**config.mk**
```make
export PLATFORM = sky130hd
export DESIGN_NAME = modbus_read_register_master
export DESIGN_NICKNAME = d
export VERILOG_FILES = /design/src/rtl/mbrd_pkg.sv /design/src/rtl/modbus_read_register_master.sv /design/src/rtl/mbrd_rx.sv
export SDC_FILE = /design/constraint.sdc
export NUM_CORES = 1
export LEC_CHECK = 0
export BUFFER_PORTS_ARGS = -buffer_cell sky130_fd_sc_hd__buf_2
export CAP_MARGIN = 40
export CORE_ASPECT_RATIO = 1.4
export CORE_MARGIN = 2
export CORE_UTILIZATION = 60
export DETAILED_ROUTE_END_ITERATION = 12
export GPL_TIMING_DRIVEN = 0
export HOLD_SLACK_MARGIN = 0.05
export PLACE_DENSITY = 0.81
export SLEW_MARGIN = 25
export SYNTH_ARGS = -nofsm -noshare
export SYNTH_HDL_FRONTEND = slang
export SYNTH_SLANG_ARGS = --single-unit
```
**constraint.sdc**
```tcl
create_clock -name clk -period 5.5 [get_ports clk]
set_input_delay 0.825 -clock clk [delete_from_list [all_inputs] [get_ports clk]]
set_output_delay 0.825 -clock clk [all_outputs]
set_load 0.05 [all_outputs]
```
**src/rtl/mbrd_pkg.sv**
```systemverilog
`timescale 1ns / 1ps
package mbrd_pkg;

    localparam int RESPONSE_MAX_DEFAULT = 9;
    localparam int MIN_RESPONSE         = 7;
    localparam int HEAD_BYTES           = 5;
    localparam int FRAME_LEN            = 8;
    localparam int FRAME_IDX_W          = $clog2(FRAME_LEN);

    localparam logic [15:0] CRC_INIT    = 16'hFFFF;
    localparam logic [15:0] CRC_POLY    = 16'hA001;
    localparam logic [15:0] ERROR_VALUE = 16'hFFFF;
    localparam logic [15:0] READ_COUNT  = 16'h0001;
    localparam logic [7:0]  BYTE_COUNT  = 8'd2;

    localparam logic [7:0] DEVICE_ADDRESS_RESET = 8'd1;
    localparam logic [7:0] FUNCTION_CODE_RESET  = 8'd3;

    typedef enum logic [1:0] {
        KIND_REQUEST = 2'd0,
        KIND_RX_BYTE = 2'd1,
        KIND_END     = 2'd2
    } kind_t;

    typedef enum logic [2:0] {
        STATUS_OK         = 3'd0,
        STATUS_SHORT      = 3'd1,
        STATUS_BAD_HEADER = 3'd2,
        STATUS_BAD_COUNT  = 3'd3,
        STATUS_BAD_CRC    = 3'd4
    } status_t;

    typedef enum logic [1:0] {
        CFG_DEVICE_ADDRESS = 2'd0,
        CFG_FUNCTION_CODE  = 2'd1
    } cfg_index_t;

    typedef struct packed {
        logic       clear;
        logic       push;
        logic [7:0] data;
    } rx_ctrl_t;

    typedef struct packed {
        status_t     status;
        logic [15:0] value;
    } verdict_t;

    // one byte of reflected crc-16, lsb first
    function automatic logic [15:0] crc16_byte(input logic [15:0] crc_in,
                                               input logic [7:0]  data);
        logic [15:0] crc;
        crc = crc_in ^ {8'h00, data};
        for (int i = 0; i < 8; i++)
        begin
            if (crc[0])
            begin
                crc = (crc >> 1) ^ CRC_POLY;
            end
            else
            begin
                crc = crc >> 1;
            end
        end
        return crc;
    endfunction

endpackage

```
**src/rtl/modbus_read_register_master.sv**
```systemverilog
`timescale 1ns / 1ps
// path: an accepted item is held in the input register; frame bytes and verdicts
//   go one per cycle through the single result register while it is not stalled
// throughput: one received byte per cycle; a request holds the input to its last
//   frame byte
// reset: byte count 0, crc 0xFFFF, address 1, function 3; stored bytes not cleared
module modbus_read_register_master #(
    parameter int RESPONSE_MAX = mbrd_pkg::RESPONSE_MAX_DEFAULT
) (
    input  logic        clk,
    input  logic        rst_n,

    input  logic        item_valid,
    output logic        item_stall,
    input  logic [1:0]  kind,
    input  logic [15:0] reg_address,
    input  logic [7:0]  rx_byte,

    output logic        result_valid,
    input  logic        result_stall,
    output logic        tx_valid,
    output logic [7:0]  tx_byte,
    output logic        last,
    output logic        done_res,
    output logic [2:0]  status,
    output logic [15:0] value,

    input  logic        cfg_valid,
    output logic        cfg_ready,
    input  logic [1:0]  cfg_index,
    input  logic [7:0]  cfg_data
);

    localparam int IDX_W = mbrd_pkg::FRAME_IDX_W;
    localparam logic [IDX_W-1:0] FRAME_LAST   = IDX_W'(mbrd_pkg::FRAME_LEN - 1);
    localparam logic [IDX_W-1:0] FRAME_CRC_LO = IDX_W'(mbrd_pkg::FRAME_LEN - 2);
    localparam logic [IDX_W-1:0] IDX_ONE      = IDX_W'(1);

    logic              item_valid_reg;
    logic [1:0]        kind_reg;
    logic [15:0]       reg_address_reg;
    logic [7:0]        rx_byte_reg;

    logic [IDX_W-1:0]  frame_idx_reg;
    logic [IDX_W-1:0]  frame_idx_next;
    logic [15:0]       tx_crc_reg;
    logic [15:0]       tx_crc_next;

    logic [7:0]        device_address_reg;
    logic [7:0]        function_code_reg;

    logic              result_valid_reg;
    logic              tx_valid_reg;
    logic [7:0]        tx_byte_reg;
    logic              last_reg;
    logic              done_res_reg;
    logic [2:0]        status_reg;
    logic [15:0]       value_reg;

    logic              out_free;
    logic              emit_frame;
    logic              emit_verdict;
    logic              item_done;
    logic              load;
    logic [7:0]        frame_byte;

    mbrd_pkg::rx_ctrl_t rx_ctrl;
    mbrd_pkg::verdict_t verdict;

    assign out_free   = !result_valid_reg || !result_stall;
    assign item_stall = item_valid_reg && !item_done;
    assign load       = item_valid && !item_stall;
    assign cfg_ready  = 1'b1;

    always_comb
    begin
        case (frame_idx_reg)
            3'd0:    frame_byte = device_address_reg;
            3'd1:    frame_byte = function_code_reg;
            3'd2:    frame_byte = reg_address_reg[15:8];
            3'd3:    frame_byte = reg_address_reg[7:0];
            3'd4:    frame_byte = mbrd_pkg::READ_COUNT[15:8];
            3'd5:    frame_byte = mbrd_pkg::READ_COUNT[7:0];
            3'd6:    frame_byte = tx_crc_reg[7:0];
            default: frame_byte = tx_crc_reg[15:8];
        endcase
    end

    always_comb
    begin
        emit_frame   = 1'b0;
        emit_verdict = 1'b0;
        item_done    = 1'b0;
        rx_ctrl      = '0;
        rx_ctrl.data = rx_byte_reg;
        if (item_valid_reg)
        begin
            case (mbrd_pkg::kind_t'(kind_reg))
                mbrd_pkg::KIND_REQUEST:
                begin
                    emit_frame    = out_free;
                    item_done     = out_free && (frame_idx_reg == FRAME_LAST);
                    rx_ctrl.clear = out_free;
                end
                mbrd_pkg::KIND_RX_BYTE:
                begin
                    item_done    = 1'b1;
                    rx_ctrl.push = 1'b1;
                end
                mbrd_pkg::KIND_END:
                begin
                    emit_verdict = out_free;
                    item_done    = out_free;
                end
                default:
                begin
                    item_done = 1'b1;
                end
            endcase
        end
    end

    // running crc over the six header bytes, held while the crc bytes go out
    always_comb
    begin
        frame_idx_next = frame_idx_reg;
        tx_crc_next    = tx_crc_reg;
        if (emit_frame)
        begin
            frame_idx_next = (frame_idx_reg == FRAME_LAST) ? '0 : frame_idx_reg + IDX_ONE;
            if (frame_idx_reg == '0)
            begin
                tx_crc_next = mbrd_pkg::crc16_byte(mbrd_pkg::CRC_INIT, frame_byte);
            end
            else if (frame_idx_reg < FRAME_CRC_LO)
            begin
                tx_crc_next = mbrd_pkg::crc16_byte(tx_crc_reg, frame_byte);
            end
        end
    end

    mbrd_rx #(
        .RESPONSE_MAX (RESPONSE_MAX)
    ) u_rx (
        .clk            (clk),
        .rst_n          (rst_n),
        .ctrl           (rx_ctrl),
        .device_address (device_address_reg),
        .function_code  (function_code_reg),
        .verdict        (verdict)
    );

    always_ff @(posedge clk or negedge rst_n)
    begin
        if (!rst_n)
        begin
            item_valid_reg     <= 1'b0;
            frame_idx_reg      <= '0;
            result_valid_reg   <= 1'b0;
            device_address_reg <= mbrd_pkg::DEVICE_ADDRESS_RESET;
            function_code_reg  <= mbrd_pkg::FUNCTION_CODE_RESET;
        end
        else
        begin
            if (load)
            begin
                item_valid_reg <= 1'b1;
            end
            else if (item_done)
            begin
                item_valid_reg <= 1'b0;
            end
            frame_idx_reg <= frame_idx_next;
            if (out_free)
            begin
                result_valid_reg <= emit_frame || emit_verdict;
            end
            if (cfg_valid && cfg_ready)
            begin
                case (mbrd_pkg::cfg_index_t'(cfg_index))
                    mbrd_pkg::CFG_DEVICE_ADDRESS: device_address_reg <= cfg_data;
                    mbrd_pkg::CFG_FUNCTION_CODE:  function_code_reg  <= cfg_data;
                    default:                      ;
                endcase
            end
        end
    end

    always_ff @(posedge clk)
    begin
        if (load)
        begin
            kind_reg        <= kind;
            reg_address_reg <= reg_address;
            rx_byte_reg     <= rx_byte;
        end
        tx_crc_reg <= tx_crc_next;
        if (emit_frame)
        begin
            tx_valid_reg <= 1'b1;
            tx_byte_reg  <= frame_byte;
            last_reg     <= (frame_idx_reg == FRAME_LAST);
            done_res_reg <= 1'b0;
            status_reg   <= mbrd_pkg::STATUS_OK;
            value_reg    <= '0;
        end
        else if (emit_verdict)
        begin
            tx_valid_reg <= 1'b0;
            tx_byte_reg  <= '0;
            last_reg     <= 1'b1;
            done_res_reg <= 1'b1;
            status_reg   <= verdict.status;
            value_reg    <= verdict.value;
        end
    end

    assign result_valid = result_valid_reg;
    assign tx_valid     = tx_valid_reg;
    assign tx_byte      = tx_byte_reg;
    assign last         = last_reg;
    assign done_res     = done_res_reg;
    assign status       = status_reg;
    assign value        = value_reg;

endmodule

```
**src/rtl/mbrd_rx.sv**
```systemverilog
`timescale 1ns / 1ps
module mbrd_rx #(
    parameter int RESPONSE_MAX = mbrd_pkg::RESPONSE_MAX_DEFAULT
) (
    input  logic               clk,
    input  logic               rst_n,
    input  mbrd_pkg::rx_ctrl_t ctrl,
    input  logic [7:0]         device_address,
    input  logic [7:0]         function_code,
    output mbrd_pkg::verdict_t verdict
);

    localparam int COUNT_W = $clog2(RESPONSE_MAX + 1);
    localparam int HEAD_W  = $clog2(mbrd_pkg::HEAD_BYTES);

    localparam logic [COUNT_W-1:0] COUNT_FULL = COUNT_W'(RESPONSE_MAX);
    localparam logic [COUNT_W-1:0] COUNT_MIN  = COUNT_W'(mbrd_pkg::MIN_RESPONSE);
    localparam logic [COUNT_W-1:0] COUNT_HEAD = COUNT_W'(mbrd_pkg::HEAD_BYTES);
    localparam logic [COUNT_W-1:0] COUNT_LAG  = COUNT_W'(2);
    localparam logic [COUNT_W-1:0] COUNT_ONE  = COUNT_W'(1);

    // only the header bytes and the two newest bytes are ever checked
    logic [7:0]         head_reg [mbrd_pkg::HEAD_BYTES];
    logic [7:0]         tail1_reg;
    logic [7:0]         tail0_reg;
    logic [COUNT_W-1:0] count_reg;
    logic [COUNT_W-1:0] count_next;
    logic [15:0]        crc_reg;
    logic [15:0]        crc_next;
    logic               store;

    assign store = ctrl.push && (count_reg < COUNT_FULL);

    always_comb
    begin
        count_next = count_reg;
        crc_next   = crc_reg;
        if (ctrl.clear)
        begin
            count_next = '0;
            crc_next   = mbrd_pkg::CRC_INIT;
        end
        else if (store)
        begin
            count_next = count_reg + COUNT_ONE;
            // crc lags two bytes behind the store
            if (count_reg >= COUNT_LAG)
            begin
                crc_next = mbrd_pkg::crc16_byte(crc_reg, tail0_reg);
            end
        end
    end

    always_ff @(posedge clk or negedge rst_n)
    begin
        if (!rst_n)
        begin
            count_reg <= '0;
            crc_reg   <= mbrd_pkg::CRC_INIT;
        end
        else
        begin
            count_reg <= count_next;
            crc_reg   <= crc_next;
        end
    end

    always_ff @(posedge clk)
    begin
        if (store && !ctrl.clear)
        begin
            if (count_reg < COUNT_HEAD)
            begin
                head_reg[count_reg[HEAD_W-1:0]] <= ctrl.data;
            end
            tail0_reg <= tail1_reg;
            tail1_reg <= ctrl.data;
        end
    end

    always_comb
    begin
        verdict.value = mbrd_pkg::ERROR_VALUE;
        if (count_reg < COUNT_MIN)
        begin
            verdict.status = mbrd_pkg::STATUS_SHORT;
        end
        else if (head_reg[0] != device_address || head_reg[1] != function_code)
        begin
            verdict.status = mbrd_pkg::STATUS_BAD_HEADER;
        end
        else if (head_reg[2] != mbrd_pkg::BYTE_COUNT)
        begin
            verdict.status = mbrd_pkg::STATUS_BAD_COUNT;
        end
        else if ({tail1_reg, tail0_reg} == crc_reg)
        begin
            verdict.status = mbrd_pkg::STATUS_OK;
            verdict.value  = {head_reg[3], head_reg[4]};
        end
        else
        begin
            verdict.status = mbrd_pkg::STATUS_BAD_CRC;
        end
    end

endmodule

```
* After elaboration in Yosys (flattened, before gate mapping) *
Memories as Yosys holds them, arrays and structs flattened.
Cells that the tools add are included.

storage, ports and cells
  output and inout port bits = 33
  memories = 1
  register bits after elaboration = 129
  RAM bits = 40
  word-level logic and storage cells = 207
  input bits = 41
  memory bits (read-only) = 0
  bits in latches = 0

memories
  name           depth  width  read ports  clocked after Yosys merged registers in  wr ports  RTL line       source
  u_rx.head_reg  5      8      5           0                                        1         mbrd_rx.sv:23  logic [7:0] head_reg [mbrd_pkg::HEAD_BYTES];

cells by class
  bitwise gates (word level) = 27
  order comparisons = 5
  shift operators = 0
  $add $sub $neg = 2
  muxes and demuxes = 114
  $mul = 0
  reductions and logical operators = 25
  equality and inequality tests = 14
  div/mod/pow operators = 0

operators by type and width
  kind                 count
  $mux 16              89
  $not 2->3            24
  $pmux 8 s7           1
  $xor 16x8->16        2
  $eq 16x16->1         1
  $mux 8               2
  $ne 8x8->1           2
  $not 8->16           1
  $mux 3               5
  $mux 1               13
  $eq 3x3->1 const B   4
  $reduce_bool 2->1    5
  $lt 4x3->1 const B   2
  $mux 4               2
  $ne 8x2->1 const B   1
  $reduce_and 2->1     4
  $eq 3x2->1 const B   2
  $logic_and 1x1->1    5
  $logic_not 1->1      5
  $add 4x1->4 const B  1
  $eq 2x1->1 const B   2
  $ge 4x2->1 const B   1
  $logic_not 2->1      2
  $lt 4x4->1 const B   1
  8 further kinds      10

* Longest topological paths before layout *
Gate-level depths: netlist (run 1).

  word-level depth = 42
  mapped depth = 11
  mapped depth without buffers = 9

* Cells and area by module *
Synthesis (run 1) repeated with hierarchy kept, for this count alone.

second synthesis, totals
  cell total of the unflattened synthesis = 571
  area, all modules = 7,390.8 sq um

by module, submodules not included
  module                       cells an instance  sequential area each (sq um)  times used  area each (sq um)
  modbus_read_register_master  330                2,481.1                       1           4,040.1
  mbrd_rx                      241                2,202.1                       1           3,350.7

* Worst setup path after synthesis (run 1) *
Ideal clock, no wire load.

  kind = register -> register
  start = register u_rx.count_reg[1]
  end = memory u_rx.head_reg[4][0] (enable)
  path slack = 2.498 ns
  setup time = 0.395 ns
  cell stages (with the launch flop) = 10
  buffers on the path = 1
  clock period less this slack = 3.002 ns
  data required time = 5.105 ns
  arrival time = 2.607 ns
  cells stage by stage = dfrtp_1 clkbuf_1 inv_1 ha_1 inv_1 o21ai_0 nand4b_1 inv_1 nand2_1 nor4_1

on the way
  cells in the longest elaborated chain, start to end = 5
  elaborated cells on any way between the ends = 7
  classes of those cells = order compare: 2; mux: 3; reduce/logical: 2

RTL lines
  element                       RTL line       source
  start: declaration            mbrd_rx.sv:26  logic [COUNT_W-1:0] count_reg;
  start signal: assignment      mbrd_rx.sv:63  count_reg <= count_next;
  $lt 4x4->1                    mbrd_rx.sv:32  assign store = ctrl.push && (count_reg < COUNT_FULL);
  $logic_and 1x1->1             mbrd_rx.sv:32
  $logic_and 1x1->1             mbrd_rx.sv:70  if (store && !ctrl.clear)
  $mux 1                        mbrd_rx.sv:70
  $mux 1 (implied by the code)  mbrd_rx.sv:74  head_reg[count_reg[HEAD_W-1:0]] <= ctrl.data;
  end: declaration              mbrd_rx.sv:23

Parallel ways exist; a longest one is shown, timed or not.

* Worst setup path after layout (run 1) *
  start = register frame_idx_reg[2]
  end = register tx_crc_reg[0], data pin

on the way
  cells in the longest elaborated chain, start to end = 35
  elaborated cells on any way between the ends = 77
  classes of those cells = eq/ne: 6; mux: 54; bitwise: 16; reduce/logical: 1

RTL lines
  element                                                RTL line                                                                source
  start: declaration                                     modbus_read_register_master.sv:44                                       logic [IDX_W-1:0] frame_idx_reg;
  start signal: assignment                               modbus_read_register_master.sv:173                                      frame_idx_reg <= frame_idx_next;
  $eq 3x3->1 (tied with other cells)                     modbus_read_register_master.sv:77                                       case (frame_idx_reg)
  $pmux 8 s7                                             modbus_read_register_master.sv:77
  $xor 16x8->16                                          mbrd_pkg.sv:53                                                          crc = crc_in ^ {8'h00, data};
  $mux 16 or $not 2->3 (tied branches)                   -
  $mux 16, on equally long branches                      modbus_read_register_master.sv:135, mbrd_pkg.sv:56
  $mux 16, on equally long branches                      modbus_read_register_master.sv:131, modbus_read_register_master.sv:135
  $mux 16, on equally long branches                      modbus_read_register_master.sv:128, modbus_read_register_master.sv:131
  $mux 16 (tied with other cells)                        mbrd_pkg.sv:56                                                          if (crc[0])
  [19 not listed]                                        -
  $not 2->3 (no source line) or $mux 16 (tied branches)  -
  $mux 16                                                mbrd_pkg.sv:56
  $mux 16                                                modbus_read_register_master.sv:135                                      else if (frame_idx_reg < FRAME_CRC_LO)
  $mux 16                                                modbus_read_register_master.sv:131                                      if (frame_idx_reg == '0)
  $mux 16                                                modbus_read_register_master.sv:128                                      if (emit_frame)
  $mux 16                                                mbrd_pkg.sv:56
  $mux 16                                                modbus_read_register_master.sv:135
  $mux 16 *                                              modbus_read_register_master.sv:131
  end signal: assignment                                 modbus_read_register_master.sv:197                                      tx_crc_reg <= tx_crc_next;
  end: declaration                                       modbus_read_register_master.sv:46                                       logic [15:0] tx_crc_reg;

Mark *: on every way between the ends. The rest lies on a longest branch, timed or not. The select of a mux whose other input is x is not followed.
A chain may end at the register's enable or synchronous reset.

==> impl_metrics.toml, run 1 <==
[grt]
grt_max_degree = 31
track_usage_pct = 25.1
overflow = 0
grt_pass1_wl_microns = 23700
antenna_found_initial = 0
first_global_vias = 4661

[finish]
antenna_cells = 0
largest_reg_flops = 40
num-fill-cells = 737
finalNetCount = 671
multi_input_area_sq_mm = 0.00233
synthToLayoutAreaGrowth_pct = 16.6
drive_above_1_share_pct = 27.5
seqCellArea_sq_mm = 0.00468

[clocking]
clockBufferDepth = 2
clkTransAtPathRegs_ps = 70
cts_tree = "yes"
post-cts-setup-buffers = 0
cts.root.buffer_cell = "clkbuf_16"
h-tree-depth = 4
clock_sinks = 169
numCtsBuffers = 17
post_cts_resize_count = 0
cts_hold_buf = 0
clk_latency_ps = 420

[sta]
drv_slew = 0
hold_viol = 0
setup_viol = 0
period_needed_ps = 3360
period_share_pct = 61.1
slew_headroom_pct = 48.1
rsz0062_at_grt = "no"
skew_ps = 9.33
tightest_slew_ps = 777
setup_tns_ps = 0
finalWorstSetupSlack_ps = 2140
max_freq_mhz = 298

[logic_synthesis]
avgSynthCellArea_sq_um = 13.7
syn-num-nets = 574
yosys.area.top_type = "edfxtp_1"
syn_inst = 520
synthDominantCellAreaShare_pct = 45.2
synth_top_family_by_area = "XOR/XNOR gates"
syn_area_sq_mm = 0.00712
synth.top_cells.by_count = "107 x edfxtp_1, 51 x nand2_1, 40 x xnor2_1, 35 x nor2_1, 35 x xor2_1"
yosys-mux-area-fraction_pct = 3.85
synth_edf_count = 107
ys.flop_type = "edfxtp_1"
yosysSeqAreaShare_pct = 65.8
ys_types = 52
synthArstFlopShare_pct = 24.3
yosysMostFrequentCell = "edfxtp_1"
synthAdderAreaFrac_pct = 2.29
synthTopCellsByArea = "edfxtp_1 45%, dfrtp_1 7.7%, dfstp_2 7.0%"
yosys_warnings = 0
ys_ff_latch = 169
synth_xor_area_share_pct = 10.3
synthSimpleGateAreaFrac_pct = 8.83
synth_compound_area_share_pct = 7.16

[floorplan]
num_io_pins = 74
coreArea_sq_mm = 0.0117
fp.dieW_microns = 96.0
die_area_sq_mm = 0.0128
rows = 47
start_util_pct = 60.8
die_y_microns = 133

[detailed_routing]
drc_errors = 0
postRouteAntennaNets = 0
first_iter_violations = 324
dr.pass1.iters = 6
drt-total-wl_microns = 14900
post_drt_wl_per_cell_microns = 19.2
vias = 4420
vias_per_cell = 5.69

[power_and_ir_drop]
combPwrFrac_pct = 42.0
seqPwrFrac_pct = 36.5
pwr-share-clk_pct = 21.6
p_sw_share_pct = 35.5
peakVddDrop_v = 0.000341
p_per_area_mw_per_mm2 = 633
internal-power_mw = 3.39
p_switching_mw = 1.87
p_leak_nw = 3.21

[setup_path]
critPathLaunch = "frame_idx_reg[2]"
timing.rr.start = "frame_idx_reg[2]"
worstPathArrival_ps = 3530
worstPathMaxFanout = 10
worst_ep_required_time_ps = 5670
rrSetupSlack_ps = 2140
r2r-end = "tx_crc_reg[0]"
end_kind = "flop"
critPathCapture = "tx_crc_reg[0]"
crit_path_start_kind = "flop"
r2r_cells = 11
crit_type = "flop to flop"

[place]
gp_congestion = 0.894
io_buffers = 72
dp_worst_setup_slack_ps = 2110
hpwl_microns = 11000

[run_status]
status = "finished clean"

[min_path]
hp-class = "input pin to asynchronous set/reset pin"

[run]
cap_violations = 0
## power groups by stage
stage | registers, mW | clock network (mW) | logic [mW]
final | 1.92 | 1.13 | 2.20
after global routing | 1.94 | 1.20 | 2.40
after CTS | 1.91 | 1.14 | 2.21
after detailed placement | 1.94 | 0 | 2.19
after global placement | 1.92 | 0 | 2.07
after floorplan | 2.01 | 0 | 1.63
## layout by cell type (no fill, tap or decap), drive strengths merged, types with 16 or more instances in the layout
master   netlist  routed
o21ai         24      24
mux2          19      19
buf            6      84
inv           11      16
dfrtp         22      22
xnor2         42      42
a2bb2oi       16      16
nand2         51      51
clkbuf        12      32
nor2          35      35
xor2          36      36
dfstp         19      19
edfxtp       107     107
dfxtp         21      21
## critical path, cell delays in order (launching register included)
cell and delay, ps:
dfrtp_1 350, buf_2 180, buf_2 300, inv_1 90
ha_1 200, buf_1 190, a222oi_1 410, a31o_2 310
xor2_2 240, xnor2_2 160, xor3_2 520, xor2_1 170
## final cells by class
type / instances / share of cell area (%)
plain buffers: 18 / 0.995
clock buffers: 20 / 5.38
clock inverters: 12 / 1.40
inverters: 11 / 0.498
multi-input cells: 322 / 28.1
flip-flops and latches: 169 / 56.4
well taps: 147 / 2.22
repair buffers: 78 / 4.96
## metal layers
layer | up-vias | track usage [%] | part of all wire, %
li1 | 2058 | - | -
met1 | 2199 | 29.9 | 39
met2 | 129 | 43.1 | 54
met3 | 34 | 4.73 | 3.5
met4 | 0 | 11.7 | 3.6
met5 | - | 0 | 0
## through the flow
stage / util (%) / area [sq um] / cells / hold slack (ps) / power, mW
floorplan: - / 7120 / 520 / 447 / 3.64
global placement: 65.5 / 7660 / 739 / 429 / 3.99
detailed placement: 66.0 / 7730 / 744 / 448 / 4.12
CTS: 70.9 / 8290 / 776 / 292 / 5.27
global route: 70.9 / 8300 / 777 / 299 / 5.54
finish: 70.9 / 8300 / 777 / 290 / 5.25
## worst min-delay path by stage
| stage | to | depth (start not counted) |
|---|---|---|
| 2_1_floorplan | u_rx.tail0_reg[0] | 0 |
| 3_3_place_gp | done_res | 2 |
| 3_5_place_dp | value[5] | 2 |
| 4_1_cts | frame_idx_reg[2] | 1 |
| 5_1_grt | result_valid | 1 |
| 6_report | result_valid | 1 |
## cells by family (layout without fill, tap and decap cells)
| family | after synthesis | count (layout) |
|---|---|---|
| flops | 169 | 169 |
| simple gates | 134 | 134 |
| xor+xnor | 79 | 79 |
| compound gates | 70 | 70 |
| buf+inv | 29 | 139 |
| mux | 25 | 25 |
| fa+ha+maj | 13 | 13 |
| other cells | 1 | 1 |
Note: power is estimated with default switching activity, not from simulation.
==> inputs of run 2 (changes only) <==
ABC_AREA = 1   (was unset)
CORE_UTILIZATION = 53   (was 60)
PLACE_DENSITY = 0.75   (was 0.81)
clock period = 2.8 ns   (was 5.5 ns; I/O delays follow)
==> run 2 against run 1 <==
Wire length rose by 19%. Count of clock-buffer cells in the layout rose by 2. Via count up 28%. Hold slack lost 130 ps. Die area increased by 22%. Global-route usage down 1.8 points. Design area increased by 11%. Critical path type unchanged.
==> impl_metrics.toml, run 2 <==
[run_status]
status = "finished clean"

[setup_path]
worst_ep_required_time_ps = 2990
cpMaxStageDelayCell = "dfrtp_1"
crit_path_start_kind = "flop"
worstPathArrival_ps = 2890
crit_type = "flop to flop"
crit_buf_inv = 3
r2r_cells = 22
crit_path_frequent_cell = "nand2_1"
crit_cells = 22
crit_chain = "inv_2 -> ha_1 -> buf_6 -> nor2_4 -> nand2_2 -> nor2_4 -> buf_12 -> nor2_2 -> nand2_4 -> nand2_4 -> nand2_1 -> nand2_1 -> nand2_1 -> nand2_2 -> nand2_1 -> nand2_1 -> nand2_1 -> nand2_1 -> nand2_2 -> nand3_2 -> nand3_2 -> nand2_1"
worstPathMaxFanout = 8
slowest_delay_ps = 410
cp_top_family = "simple AND/OR/NAND/NOR gates"
end_kind = "flop"

[clocking]
clk_latency_ps = 430
clkTransAtPathRegs_ps = 60
clockBufferDepth = 2
numCtsBuffers = 17
cts_tree = "yes"
clock_sinks = 169
h-tree-depth = 4
cts.root.buffer_cell = "clkbuf_16"

[logic_synthesis]
syn-num-nets = 807
ys_types = 47
synthArstFlopShare_pct = 24.3
yosysMostFrequentCell = "nand2_1"
synthAdderAreaFrac_pct = 2.10
yosysSeqAreaShare_pct = 60.5
synthDominantCellAreaShare_pct = 41.5
synth_edf_count = 107
syn_inst = 753
ys.flop_type = "edfxtp_1"
yosys_warnings = 0
yosys.area.top_type = "edfxtp_1"
synthTopCellsByArea = "edfxtp_1 42%, nand2_1 7.7%, dfrtp_1 7.1%"
synth_xor_area_share_pct = 5.08
ys_ff_latch = 169
syn_area_sq_mm = 0.00773
synth.top_cells.by_count = "158 x nand2_1, 107 x edfxtp_1, 86 x inv_1, 53 x nor2_1, 49 x o21ai_0"
synth_compound_area_share_pct = 7.81
synthSimpleGateAreaFrac_pct = 18.7
yosys-mux-area-fraction_pct = 0
synth_top_family_by_area = "simple AND/OR/NAND/NOR gates"
avgSynthCellArea_sq_um = 10.3

[detailed_routing]
drt-total-wl_microns = 17700
vias_per_cell = 5.33
met1_length_microns = 6560
wl_met3_microns = 1020
first_iter_violations = 338
post_drt_wl_per_cell_microns = 16.8
postRouteAntennaNets = 0
dr.pass1.iters = 5
highest_layer = "met5"
vias = 5642
routed-wl-met2_microns = 9480
drc_errors = 0

[floorplan]
start_util_pct = 53.8
num_io_pins = 74
fp.dieW_microns = 106
die_area_sq_mm = 0.0156
die_y_microns = 147
rows = 52
coreArea_sq_mm = 0.0144

[sta]
tightest_slew_ps = 835
slew_headroom_pct = 44.1
rsz0062_at_grt = "yes"
setup_viol = 0
max_freq_mhz = 370
skew_ps = 9.54
hold_viol = 0
drv_slew = 0
period_share_pct = 96.6
period_needed_ps = 2700

[power_and_ir_drop]
p_leak_nw = 4.01
p_per_area_mw_per_mm2 = 1230
peakVddDrop_v = 0.000702
power_mw = 11.3

[min_path]
hold_depth = 1
hp-class = "input pin to flop"

[place]
gp_congestion = 0.932
hpwl_microns = 12800
io_buffers = 72

[grt]
first_global_vias = 5511
antenna_found_initial = 2
grt_pass1_wl_microns = 27400
overflow = 0
track_usage_pct = 23.3
grt_max_degree = 30

[finish]
synthToLayoutAreaGrowth_pct = 19.1
drive_above_1_share_pct = 23.2
finalNetCount = 909
final_core_util_pct = 64.1
largest_reg_flops = 40
mostFrequentLayoutCell = "nand2_1"
final_cell_mix = "154 x nand2_1, 107 x edfxtp_1, 84 x inv_1, 73 x buf_2, 50 x nor2_1"

[run]
cap_violations = 0
run 2: cell types whose count changed in the layout (fill, tap and decap cells not counted), moves of 12 or more:
cell,delta
a21oi_1,+26
a2bb2oi_1,-16
inv_1,+73
mux2_2,-19
nand2_1,+103
nand2_4,+12
nand3_1,+46
nor2_1,+15
o21ai_0,+27
xnor2_1,-16
xor2_1,-18
run 2: cells by family (layout without fill, tap and decap cells):
family	count (synthesis)	in the layout
flops	169	169
compound gates	106	106
xor+xnor	44	44
buf+inv	107	222
fa+ha+maj	13	13
simple gates	313	313
other cells	1	2
run 2: stage by stage:
stage               hold WS (ps)  TNS [ps]  setup slack, ps  area (sq um)  instances
floorplan                    124         0             30.6          7730        753
global placement             431    -30360             -969          8330       1014
detailed placement           358     -2170             -193          8430       1018
CTS                          147         0             46.8          9070       1050
global route                 147      -145             -108          9210       1058
finish                       159         0             95.3          9210       1058
run 2: area by class of cell:
class / count / area [sq um]
tap: 189 / 236
clock inverter: 10 / 166
fill: 1119 / 5160
inverter: 89 / 334
antenna: 1 / 2.50
timing repair buffer: 84 / 514
clock buffer: 22 / 444
buffer: 17 / 108
multi-input combinational: 477 / 2720
sequential: 169 / 4690
run 2: what timing repair did:
action,CTS,global route
hold buffers,1,0
gates resized for setup,5,20
endpoints found under the setup margin,24,24
setup buffers,0,6
hold endpoints to repair,4,0
cloned,0,1
pin swaps,0,3
run 2: report_power, final:
group,switching (mW),leakage (nW),internal (mW)
registers,0.287,1.64,3.25
logic,3.45,2.07,1.90
clock network,0.955,0.295,1.50
run 2: worst paths after layout:
check | startpoint | to | slack (ps)
setup reg to reg | frame_idx_reg[1] | tx_crc_reg[0] | 100
setup / recovery | frame_idx_reg[1] | tx_crc_reg[0] | 100
hold reg to reg | u_rx.tail1_reg[0] | u_rx.tail0_reg[0] | 460
hold / removal | reg_address[4] | reg_address_reg[4] | 160
max in group asynchronous | rst_n | device_address_reg[0] | 1830
min in group asynchronous | rst_n | u_rx.count_reg[0] | 430
run 2: metal layers:
metal	vias to the layer above	global-route usage, %
met4	2	10.9
met5	-	0
li1	2715	-
met1	2652	25.4
met3	52	5.19
met2	221	42.4
run 2: worst reg2reg max path, cell delays in order (launching register included):
cell and delay (ps):
dfrtp_1 410, inv_2 60, ha_1 190, buf_6 140, nor2_4 100, nand2_2 70
nor2_4 200, buf_12 160, nor2_2 50, nand2_4 70, nand2_4 90, nand2_1 70
nand2_1 90, nand2_1 100, nand2_2 90, nand2_1 80, nand2_1 50, nand2_1 80
nand2_1 80, nand2_2 90, nand3_2 80, nand3_2 70, nand2_1 40
